<file path="src/lcfm_pkg.sv">
package lcfm_pkg;

	localparam int NUM_ENTRIES     = 16;
	localparam int NUM_WIDTH_SLOTS = 8;
	localparam int ENTRY_W         = 4;
	localparam int SLOT_W          = 3;
	localparam int ADDR_W          = ENTRY_W + SLOT_W;
	localparam int LIMIT_W         = 5;
	localparam int WCOUNT_W        = 4;
	localparam int WIDTH_W         = 8;
	localparam int BITS_W          = 32;
	localparam int COST_W          = 16;
	localparam int WANT_W          = 32;
	localparam int PROD_W          = WANT_W + WIDTH_W;

	localparam logic [COST_W-1:0]  COST_NONE   = 16'hffff;
	localparam logic [LIMIT_W-1:0] LIMIT_MAX   = LIMIT_W'(NUM_ENTRIES);
	localparam logic [SLOT_W-1:0]  SLOT_LAST   = SLOT_W'(NUM_WIDTH_SLOTS - 1);

	typedef logic [1:0] op_t;
	localparam op_t OP_HEADER = 2'd0;
	localparam op_t OP_WIDTH  = 2'd1;
	localparam op_t OP_QUERY  = 2'd2;

	localparam logic [2:0] REG_ENTRIES_IN_USE = 3'd0;

	typedef enum logic [1:0] {
		ST_IDLE,
		ST_SCAN,
		ST_DRAIN
	} state_t;

	typedef struct packed {
		logic               hdr_we;
		logic               wid_we;
		logic               capture;
		logic               issue;
		logic [ENTRY_W-1:0] rd_entry;
		logic [SLOT_W-1:0]  rd_slot;
		logic               publish;
	} cmd_t;

	typedef struct packed {
		logic pipe_busy;
	} status_t;

endpackage

</file>
<file path="src/lcfm_ctrl.sv">
module lcfm_ctrl (
	input  logic                     clk,
	input  logic                     arst_n,
	input  logic                     start,
	input  lcfm_pkg::op_t            op,
	input  logic [4:0]               entries_in_use,
	input  lcfm_pkg::status_t        status,
	output lcfm_pkg::cmd_t           cmd,
	output logic                     busy
);
	import lcfm_pkg::*;

	state_t               state_q, state_d;
	logic [ADDR_W-1:0]    idx_q;
	logic [LIMIT_W-1:0]   limit_q;
	logic [LIMIT_W-1:0]   limit_d;
	logic                 last_issue;

	assign limit_d = (entries_in_use > LIMIT_MAX) ? LIMIT_MAX : entries_in_use;
	assign last_issue = (idx_q[SLOT_W-1:0] == SLOT_LAST) &&
		(({1'b0, idx_q[ADDR_W-1:SLOT_W]} + 5'd1) == limit_q);

	always_ff @(posedge clk or negedge arst_n) begin
		if (!arst_n) begin
			state_q <= ST_IDLE;
			idx_q   <= '0;
			limit_q <= '0;
		end else begin
			state_q <= state_d;
			if (cmd.capture) begin
				idx_q   <= '0;
				limit_q <= limit_d;
			end else if (cmd.issue) begin
				idx_q <= idx_q + 7'd1;
			end
		end
	end

	always_comb begin
		state_d      = state_q;
		cmd          = '0;
		cmd.rd_entry = idx_q[ADDR_W-1:SLOT_W];
		cmd.rd_slot  = idx_q[SLOT_W-1:0];
		case (state_q)
			ST_IDLE: begin
				if (start) begin
					cmd.hdr_we = (op == OP_HEADER);
					cmd.wid_we = (op == OP_WIDTH);
					if (op == OP_QUERY) begin
						cmd.capture = 1'b1;
						state_d = (limit_d == '0) ? ST_DRAIN : ST_SCAN;
					end
				end
			end
			ST_SCAN: begin
				cmd.issue = 1'b1;
				if (last_issue)
					state_d = ST_DRAIN;
			end
			ST_DRAIN: begin
				// The best-so-far registers are final once the last slot has left the pipe.
				if (!status.pipe_busy) begin
					cmd.publish = 1'b1;
					state_d = ST_IDLE;
				end
			end
			default: state_d = ST_IDLE;
		endcase
	end

	assign busy = (state_q != ST_IDLE);

endmodule

</file>
<file path="src/lcfm_dp.sv">
module lcfm_dp (
	input  logic               clk,
	input  logic               arst_n,
	input  lcfm_pkg::cmd_t     cmd,
	output lcfm_pkg::status_t  status,
	input  logic [3:0]         entry_index,
	input  logic [2:0]         slot_index,
	input  logic [7:0]         width_value,
	input  logic [31:0]        total_bits,
	input  logic [15:0]        entry_cost,
	input  logic [3:0]         width_count,
	input  logic [31:0]        want_width,
	input  logic [31:0]        want_depth,
	output logic               done,
	output logic               found,
	output logic [3:0]         best_entry,
	output logic [15:0]        min_cost
);
	import lcfm_pkg::*;

	logic [BITS_W-1:0]   bits_mem  [NUM_ENTRIES];
	logic [COST_W-1:0]   price_mem [NUM_ENTRIES];
	logic [WCOUNT_W-1:0] cnt_mem   [NUM_ENTRIES];
	logic [WIDTH_W-1:0]  wid_mem   [NUM_ENTRIES*NUM_WIDTH_SLOTS];

	logic [WANT_W-1:0]   want_w_q, want_d_q;
	logic                want_zero_q;

	logic                valid_s1, valid_s2;
	logic [WIDTH_W-1:0]  width_s1;
	logic [BITS_W-1:0]   bits_s1, bits_s2;
	logic [COST_W-1:0]   price_s1, price_s2;
	logic [WCOUNT_W-1:0] cnt_s1;
	logic [SLOT_W-1:0]   slot_s1;
	logic [ENTRY_W-1:0]  entry_s1, entry_s2;
	logic                last_s2;
	logic [PROD_W-1:0]   prod_s2;
	logic                okw_s2;

	logic                fit_q, hit_q;
	logic [COST_W-1:0]   cost_q;
	logic [ENTRY_W-1:0]  entry_q;
	logic                slot_hit, entry_fit;

	always_ff @(posedge clk) begin
		if (cmd.hdr_we) begin
			bits_mem[entry_index]  <= total_bits;
			price_mem[entry_index] <= entry_cost;
			cnt_mem[entry_index]   <= width_count;
		end
		if (cmd.wid_we)
			wid_mem[{entry_index, slot_index}] <= width_value;
		if (cmd.capture) begin
			want_w_q    <= want_width;
			want_d_q    <= want_depth;
			want_zero_q <= (want_width == '0) || (want_depth == '0);
		end
		width_s1 <= wid_mem[{cmd.rd_entry, cmd.rd_slot}];
		bits_s1  <= bits_mem[cmd.rd_entry];
		price_s1 <= price_mem[cmd.rd_entry];
		cnt_s1   <= cnt_mem[cmd.rd_entry];
		slot_s1  <= cmd.rd_slot;
		entry_s1 <= cmd.rd_entry;
		// depth <= bits / width is the same as depth * width <= bits for a non-zero width.
		prod_s2  <= {8'b0, want_d_q} * {32'b0, width_s1};
		okw_s2   <= !want_zero_q && (width_s1 != '0) &&
			({24'b0, width_s1} >= want_w_q) && ({1'b0, slot_s1} < cnt_s1);
		bits_s2  <= bits_s1;
		price_s2 <= price_s1;
		entry_s2 <= entry_s1;
		last_s2  <= (slot_s1 == SLOT_LAST);
	end

	assign slot_hit  = okw_s2 && (prod_s2 <= {8'b0, bits_s2});
	assign entry_fit = fit_q || slot_hit;

	always_ff @(posedge clk or negedge arst_n) begin
		if (!arst_n) begin
			valid_s1   <= 1'b0;
			valid_s2   <= 1'b0;
			fit_q      <= 1'b0;
			hit_q      <= 1'b0;
			cost_q     <= COST_NONE;
			entry_q    <= '0;
			done       <= 1'b0;
			found      <= 1'b0;
			best_entry <= '0;
			min_cost   <= COST_NONE;
		end else begin
			valid_s1 <= cmd.issue;
			valid_s2 <= valid_s1;
			done     <= cmd.publish;
			if (cmd.capture) begin
				fit_q   <= 1'b0;
				hit_q   <= 1'b0;
				cost_q  <= COST_NONE;
				entry_q <= '0;
			end else if (valid_s2) begin
				if (last_s2) begin
					fit_q <= 1'b0;
					// Strictly lower only, so the earliest entry keeps a tie.
					if (entry_fit && (price_s2 < cost_q)) begin
						hit_q   <= 1'b1;
						cost_q  <= price_s2;
						entry_q <= entry_s2;
					end
				end else begin
					fit_q <= entry_fit;
				end
			end
			if (cmd.publish) begin
				found      <= hit_q;
				best_entry <= entry_q;
				min_cost   <= cost_q;
			end
		end
	end

	assign status.pipe_busy = valid_s1 || valid_s2;

endmodule

</file>
<file path="src/lowest_cost_fit_matcher.sv">
// Load transactions (header or width slot) complete at the accepting edge; busy stays low.
// A query scans entries_in_use entries (at most 16) times 8 width slots, one slot per cycle
// through a three-stage read, multiply and compare pipe, and the result is then published with done.
// busy falls as done rises, so the next query is accepted at the edge that takes the result.
// The receiver cannot stall: found, best_entry and min_cost are valid only while done is high.
// arst_n clears control state and entries_in_use; the table is undefined until loaded.
module lowest_cost_fit_matcher (
	input  logic        clk,
	input  logic        arst_n,
	input  logic        psel,
	input  logic        penable,
	input  logic        pwrite,
	input  logic [2:0]  paddr,
	input  logic [31:0] pwdata,
	output logic [31:0] prdata,
	output logic        pready,
	input  logic        start,
	output logic        busy,
	input  logic [1:0]  op,
	input  logic [3:0]  entry_index,
	input  logic [2:0]  slot_index,
	input  logic [7:0]  width_value,
	input  logic [31:0] total_bits,
	input  logic [15:0] entry_cost,
	input  logic [3:0]  width_count,
	input  logic [31:0] want_width,
	input  logic [31:0] want_depth,
	output logic        done,
	output logic        found,
	output logic [3:0]  best_entry,
	output logic [15:0] min_cost
);
	import lcfm_pkg::*;

	logic [LIMIT_W-1:0] entries_in_use_q;
	cmd_t               cmd;
	status_t            status;

	assign pready = 1'b1;

	always_ff @(posedge clk or negedge arst_n) begin
		if (!arst_n) begin
			entries_in_use_q <= '0;
		end else if (psel && penable && pwrite && (paddr == REG_ENTRIES_IN_USE)) begin
			entries_in_use_q <= pwdata[LIMIT_W-1:0];
		end
	end

	assign prdata = (paddr == REG_ENTRIES_IN_USE) ? {27'b0, entries_in_use_q} : '0;

	lcfm_ctrl u_ctrl (
		.clk            (clk),
		.arst_n         (arst_n),
		.start          (start),
		.op             (op),
		.entries_in_use (entries_in_use_q),
		.status         (status),
		.cmd            (cmd),
		.busy           (busy)
	);

	lcfm_dp u_dp (
		.clk         (clk),
		.arst_n      (arst_n),
		.cmd         (cmd),
		.status      (status),
		.entry_index (entry_index),
		.slot_index  (slot_index),
		.width_value (width_value),
		.total_bits  (total_bits),
		.entry_cost  (entry_cost),
		.width_count (width_count),
		.want_width  (want_width),
		.want_depth  (want_depth),
		.done        (done),
		.found       (found),
		.best_entry  (best_entry),
		.min_cost    (min_cost)
	);

endmodule

</file>
<file path="config.mk">
export PLATFORM = sky130hd
export DESIGN_NAME = lowest_cost_fit_matcher
export DESIGN_NICKNAME = d
export VERILOG_FILES = /design/src/lcfm_pkg.sv /design/src/lcfm_ctrl.sv /design/src/lcfm_dp.sv /design/src/lowest_cost_fit_matcher.sv
export SDC_FILE = /design/constraint.sdc
export NUM_CORES = 2
export LEC_CHECK = 0
export BUFFER_PORTS_ARGS = -buffer_cell sky130_fd_sc_hd__buf_4
export CORE_MARGIN = 2
export CORE_UTILIZATION = 55
export CTS_BUF_LIST = sky130_fd_sc_hd__clkbuf_4 sky130_fd_sc_hd__clkbuf_8
export CTS_CLUSTER_DIAMETER = 30
export DETAILED_ROUTE_END_ITERATION = 10
export HOLD_SLACK_MARGIN = 0.06
export PLACE_DENSITY = 0.72
export SYNTH_ARGS = -nofsm -noshare
export SYNTH_HDL_FRONTEND = slang
export SYNTH_SLANG_ARGS = --single-unit
</file>
<file path="constraint.sdc">
create_clock -name clk -period 5.36 [get_ports clk]
set_input_delay 0.804 -clock clk [delete_from_list [all_inputs] [get_ports clk]]
set_output_delay 0.804 -clock clk [all_outputs]
set_load 0.05 [all_outputs]
</file>
; Word level (Yosys, flattened, before mapping)
; Memory sizes are Yosys's and may differ from the RTL's. A register that Yosys moved wholly into a read port is not among the register bits.
; Cells that the tools add are included.
; W data, S select, Z words.
[totals]
register_bits = 231
latchBits = 0
ram_bits = 1856
romBits = 0
output_inout_bits = 56
wordCells = 110
n_memories = 4
[mem_list]
columns = name, depth, word_bits, read_ports, rd_ports_with_merged_regs, wr, line
row1 = u_dp.wid_mem, 128, 8, 1, 1, 1, lcfm_dp.sv:24  ; logic [WIDTH_W-1:0] wid_mem [NUM_ENTRIES*NUM_WIDTH_SLOTS];
row2 = u_dp.bits_mem, 16, 32, 1, 1, 1, lcfm_dp.sv:21  ; logic [BITS_W-1:0] bits_mem [NUM_ENTRIES];
row3 = u_dp.price_mem, 16, 16, 1, 1, 1, lcfm_dp.sv:22  ; logic [COST_W-1:0] price_mem [NUM_ENTRIES];
row4 = u_dp.cnt_mem, 16, 4, 1, 1, 1, lcfm_dp.sv:23  ; logic [WCOUNT_W-1:0] cnt_mem [NUM_ENTRIES];
[op_classes]
addsub = 2
mul = 1
div_mod_pow = 0
n_lt_le_gt_ge = 5
eq_ne = 11
n_shift = 0
n_mux = 35
bitwise = 0
n_reduce_logical = 27
[ops]
columns = cell, count
row1 = $logic_not A32 Y1, 2
row2 = $mux W16, 4
row3 = $le A40 B32 Y1, 1
row4 = $mul A32 B8 Y40, 1
row5 = $ge A8 B32 Y1, 1
row6 = $lt A16 B16 Y1, 1
row7 = $mux W4, 4
row8 = $mux W1, 15
row9 = $mux W7, 2
row10 = $mux W2, 5
row11 = $mux W5, 2
row12 = $reduce_bool A2 Y1, 5
row13 = $logic_and A1 B1 Y1, 9
row14 = $reduce_bool A8 Y1, 1
row15 = $add A7 B1 Y7 const B, 1
row16 = $eq A3 B3 Y1 const B, 2
row17 = $mux W3, 2
row18 = $pmux W2 S3, 1
row19 = $add A4 B1 Y5 const B, 1
row20 = $eq A5 B5 Y1, 1
row21 = $gt A5 B5 Y1 const B, 1
row22 = $logic_not A5 Y1, 1
row23 = $eq A2 B1 Y1 const B, 2
row24 = $eq A2 B2 Y1 const B, 2
row25 = 9 further kinds, 14

; Logic depth before layout (Yosys ltp)
[logic_depth]
ltp_word = 8
mapped_depth = 21
mapped_depth_nobuf = 19

; Modules after synthesis
; A second synthesis with hierarchy kept.
[hier_totals]
cells_unflattened = 4433
hier_area_um2 = 88506.1
[by_module_without_submodules]
columns = mod, instances, cells_per_inst, area_per_inst_um2
row1 = lcfm_dp, 1, 4301, 87236.2
row2 = lcfm_ctrl, 1, 84, 784.5
row3 = lowest_cost_fit_matcher, 1, 48, 485.5

; Least setup slack after synthesis
; OpenSTA, ideal clock, no wires.
[synth_timing]
path_kind = reg2reg
from = register u_dp.width_s1[3] (read register of u_dp.wid_mem)
to = register u_dp.prod_s2[38]
setup_time_ps = 72
arrival_ps = 4856
path_slack_ps = 432
stages_incl_launch_ff = 19
synth_period_minus_slack_ps = 4928
path_cell_list = dfxtp_1 -> clkbuf_1 -> and2_1 -> fa_1 -> fa_1 -> fa_1 -> inv_1 -> fa_1 -> inv_1 -> ha_1 -> a211oi_1 -> nor2_1 -> o31ai_1 -> o211ai_1 -> o41ai_1 -> o2111a_1 -> o21bai_1 -> a21oi_1 -> xnor2_1
[synth_between]
elab_chain_cells = 1
[synth_lines]
columns = element, line
row1 = start: declaration, lcfm_dp.sv:30  ; logic [WIDTH_W-1:0] width_s1;
row2 = $mul A32 B8 Y40, lcfm_dp.sv:65  ; prod_s2 <= {8'b0, want_d_q} * {32'b0, width_s1};
row3 = end signal: assignment, lcfm_dp.sv:65
row4 = end: declaration, lcfm_dp.sv:37  ; logic [PROD_W-1:0] prod_s2;
; Every way passes these cells.
; A chain may end at the register's enable or synchronous reset.

; Worst setup path after layout
[layout_timing]
from = register u_dp.want_d_q[7]
to = register u_dp.prod_s2[38]
[layout_between]
elab_chain_cells = 1
[layout_lines]
columns = element, line
row1 = start: declaration, lcfm_dp.sv:26  ; logic [WANT_W-1:0] want_w_q, want_d_q;
row2 = start signal: assignment, lcfm_dp.sv:55  ; want_d_q <= want_depth;
row3 = $mul A32 B8 Y40, lcfm_dp.sv:65
; Every way passes these cells.

==> qor.json <==
{
  "crit_arrival_ns": 6.08,
  "cts_htree_levels": 5,
  "synth.top_cell.area_share": 0.652,
  "placedCellCount": 6701,
  "detailed_placement_wirelength_estimate_um": 117000,
  "port_buffers": 174,
  "worstPathRequired_ns": 6.27,
  "final_layout_size_suffix_gt1_frac": 0.313,
  "chipWidth_um": 405,
  "drt-initial-drc-count": 4874,
  "grt_max_degree": 86,
  "asyncSetResetFlopFracSynth": 0.0303,
  "period_share": 0.963,
  "timing.critical_path.buf_inv": 5,
  "worst_ir_drop_vdd_mv": 1.10,
  "initial_core_util": 0.552,
  "dpl_cell_area_sq_mm": 0.0931,
  "crit_path_end_kind": "flop",
  "crit_type": "flop to flop",
  "post_drt_wl_per_cell_um": 26.2,
  "flip_flop_cell_with_the_highest_count_after_synthesis": "edfxtp_1",
  "setup-violations-final": 0,
  "vias_in_the_first_global_route": 46500,
  "synth.top_cells.by_area": "edfxtp_1 65%, mux4_2 15%, fa_1 4.1%",
  "drcViolationCount": 0,
  "synth_edf_count": 1921,
  "core.rowCount": 147,
  "route.detailed.vias_per_inst": 5.90,
  "root_buffer": "clkbuf_8",
  "tritoncts.num_buffers": 412,
  "worst_path_largest_cell_delay_ns": 0.52,
  "tritoncts_num_sinks": 2147,
  "library_cell_with_the_largest_summed_area_after_synthesis": "edfxtp_1",
  "gr-usage-met3": 0.0627,
  "power.density_mw_per_mm2": 634,
  "p_leak_nw": 35.1,
  "ys_seq_area_frac": 0.707,
  "worst_path_max_delay_cell": "edfxtp_1",
  "grtUsageMet2": 0.379,
  "timing.final.crit_period_ns": 5.16,
  "die-height_um": 405,
  "antenna_found_initial": 26,
  "cts_tree": "done",
  "grtUsageTotal": 0.247,
  "outcome": "complete, no violations",
  "global_placement_routability_congestion": 0.825,
  "number_of_failing_hold_endpoints_at_the_final_stage": 0,
  "timing.fmax_mhz": 194,
  "avgSynthCellArea_sq_um": 19.8,
  "tightestPinTransition_ns": 1.19,
  "number_of_maximum_capacitance_constraint_violations": 0,
  "postLayoutCellArea_sq_mm": 0.104,
  "clkSlewWorstSetupHoldPaths_ns": 0.06,
  "max_slew_margin": 0.198,
  "critPathMostFrequentCell": "fa_1",
  "yosys_warnings": 0,
  "floorplan.core_area_sq_mm": 0.160,
  "detail_route.first_pass.iterations": 5,
  "dr_total_vias": 44800,
  "syn_area_sq_mm": 0.0885,
  "antenna_violating_nets_post_route": 0,
  "die-area_sq_mm": 0.164,
  "timing.critical_path.cells": "buf_4, and2_1, fa_1, fa_1, fa_1, inv_1, fa_1, inv_1, ha_1, buf_4, a21o_1, a31oi_2, a21oi_1, buf_4, o41ai_4, o2111a_1, o21bai_1, a21oi_1, xnor2_1",
  "clk_path_buf_depth": 4,
  "globalRoute.busiestLayer": "met2",
  "final.setup.tns_ns": 0,
  "worst_clock_skew_ns": 0.120,
  "first_pass_grt_wire_length_um": 295000,
  "finalNetCount": 5569,
  "setup.worst_path.start_class": "flop",
  "hp-class": "primary input to flop",
  "synthDistinctLibCells": 63,
  "clock_latency_ns": 1.07,
  "critPathTopFamily": "adder cells",
  "synthCells": 4465,
  "path_max_fanout": 8,
  "finalNonFillerCells": 7580,
  "flow.area_growth_from_synthesis_pct": 17.1,
  "yosys_register_bits": 2147,
  "met1_usage": 0.350,
  "grt_overflow": 0,
  "floorplan.io_pins": 230,
  "drv_slew": 0,
  "finalWirelength_um": 199000
}
## path summary, 6_finish.rpt
path	start	end	slack (ns)	cells past startpoint
max in group asynchronous	arst_n	u_ctrl.idx_q[0]$_DFFE_PN0P_	4.22	2
min in group asynchronous	arst_n	u_dp.found$_DFFE_PN0P_	0.45	2
min reg2reg	u_dp.bits_s1[28]$_DFF_P_	u_dp.bits_s2[28]$_DFF_P_	0.26	0
max	u_dp.want_d_q[7]$_DFFE_PP_	u_dp.prod_s2[38]$_DFF_P_	0.20	19
min	slot_index[2]	u_dp.wid_mem[50][3]$_DFFE_PP_	0.20	2
max reg2reg	u_dp.want_d_q[7]$_DFFE_PP_	u_dp.prod_s2[38]$_DFF_P_	0.20	19
## kinds of logic after synthesis
| logic type | after synthesis | share of synthesized area |
|---|---|---|
| buf+inv | 461 | 0.0213 |
| xor+xnor | 36 | 0.00356 |
| mux | 650 | 0.158 |
| simple gates | 698 | 0.0399 |
| flops | 2147 | 0.707 |
| compound gates | 171 | 0.0122 |
| fa+ha+maj | 300 | 0.0577 |
| other cells | 2 | 0.0000849 |
## cells in the mapped netlist (3+ instances only)
master,instances
nand2_1,118
and4_1,4
edfxtp_1,1921
dfstp_2,32
or2_2,4
xnor2_1,28
buf_4,28
o31ai_1,6
nand3_1,28
nor2b_1,13
nor2_1,218
a21oi_1,53
and2_1,212
buf_2,26
xor2_1,8
nor3b_1,3
o21ai_0,33
a31oi_1,4
nand4_1,17
a211oi_1,10
nor3_1,9
mux4_2,595
o21a_1,7
and3_1,6
clkbuf_1,134
buf_1,41
a21o_1,25
mux2i_1,21
o21bai_1,8
nand2b_1,15
nand3b_1,11
mux2_2,34
ha_1,120
dfxtp_1,161
dfrtp_1,33
inv_1,229
nor4_1,31
o211ai_1,6
fa_1,180
## through the flow
stage               hold slack, ns  power [W]  setup slack (ns)  utilization
floorplan                    0.310     0.0399             0.432            -
global placement             0.310     0.0472             0.103        0.581
detailed placement           0.314     0.0472            0.0227        0.581
CTS                          0.101     0.0651            0.0252        0.645
global route                 0.158     0.0701           -0.0196        0.647
finish                       0.203     0.0657             0.197        0.647
## cells in the final DEF, fill, tap and decap left out, types with 8 or more instances in the layout
cell,netlist,final
a21o_1,25,25
a21oi_1,53,48
and2_1,212,211
buf_12,0,44
buf_4,28,254
bufinv_16,0,48
clkbuf_4,0,81
clkbuf_8,0,437
clkinv_1,1,54
clkinv_2,0,60
clkinv_4,0,13
clkinvlp_4,0,29
conb_1,2,28
dfrtp_1,33,26
dfstp_2,32,32
dfxtp_1,161,161
dlygate4sd3_1,0,122
edfxtp_1,1921,1921
fa_1,180,180
ha_1,120,120
inv_1,229,229
inv_6,0,11
mux2_2,34,34
mux2i_1,21,21
mux4_2,595,595
nand2_1,118,118
nand2b_1,15,14
nand3_1,28,28
nand3b_1,11,11
nand4_1,17,17
nor2_1,218,202
nor2_4,0,16
nor2b_1,13,13
nor4_1,31,29
o21ai_0,33,33
o21bai_1,8,8
xnor2_1,28,28
xor2_1,8,8
## routing by layer
layer,wire [um],part of all wire
met5,203,0.0010
met3,17300,0.087
met4,5410,0.027
met1,80700,0.41
met2,95300,0.48
## registers in the layout (all words and copies together) (netlist names), 8 cells and up
name            cells
u_dp.cost_q        16
u_dp.want_w_q      32
u_dp.price_mem    256
u_dp.wid_mem     1024
u_dp.price_s2      16
u_dp.bits_s2       32
u_dp.bits_s1       32
u_dp.min_cost      16
u_dp.cnt_mem       64
u_dp.bits_mem     512
u_dp.price_s1      16
u_dp.prod_s2       40
u_dp.want_d_q      32
u_dp.width_s1       8
## area by class of cell
cell class	count	area, sq um
Tap cell	2160	2700
Clock buffer	518	6620
Fill cell	10400	56600
Antenna cell	5	12.5
Inverter	230	866
Sequential cell	2147	62600
Multi-Input combinational cell	1883	24400
Timing Repair Buffer	421	4020
Clock inverter	216	2390
## timing repair
action                                  4_1_cts  5_1_grt
resized for setup                             1       22
pin swaps                                     0        8
hold endpoints to repair                    930        0
setup buffers                                 0       18
endpoints found under the setup margin        1       10
hold buffers                                122        0
## worst reg2reg max path, stage by stage, from the launching register on
cell and delay (ns):
edfxtp_1 0.52, buf_4 0.20, and2_1 0.16, fa_1 0.52, fa_1 0.43, fa_1 0.49, inv_1 0.06, fa_1 0.48
inv_1 0.06, ha_1 0.29, buf_4 0.16, a21o_1 0.22, a31oi_2 0.23, a21oi_1 0.10, buf_4 0.16, o41ai_4 0.32
o2111a_1 0.25, o21bai_1 0.07, a21oi_1 0.18, xnor2_1 0.13
## power by group
| group | switching [W] | internal, W |
|---|---|---|
| Sequential | 0.000665 | 0.0193 |
| Combinational | 0.0156 | 0.0128 |
| Clock | 0.00688 | 0.0105 |
| Total | 0.0231 | 0.0426 |
No activity file was read; power rests on OpenSTA's default activity.
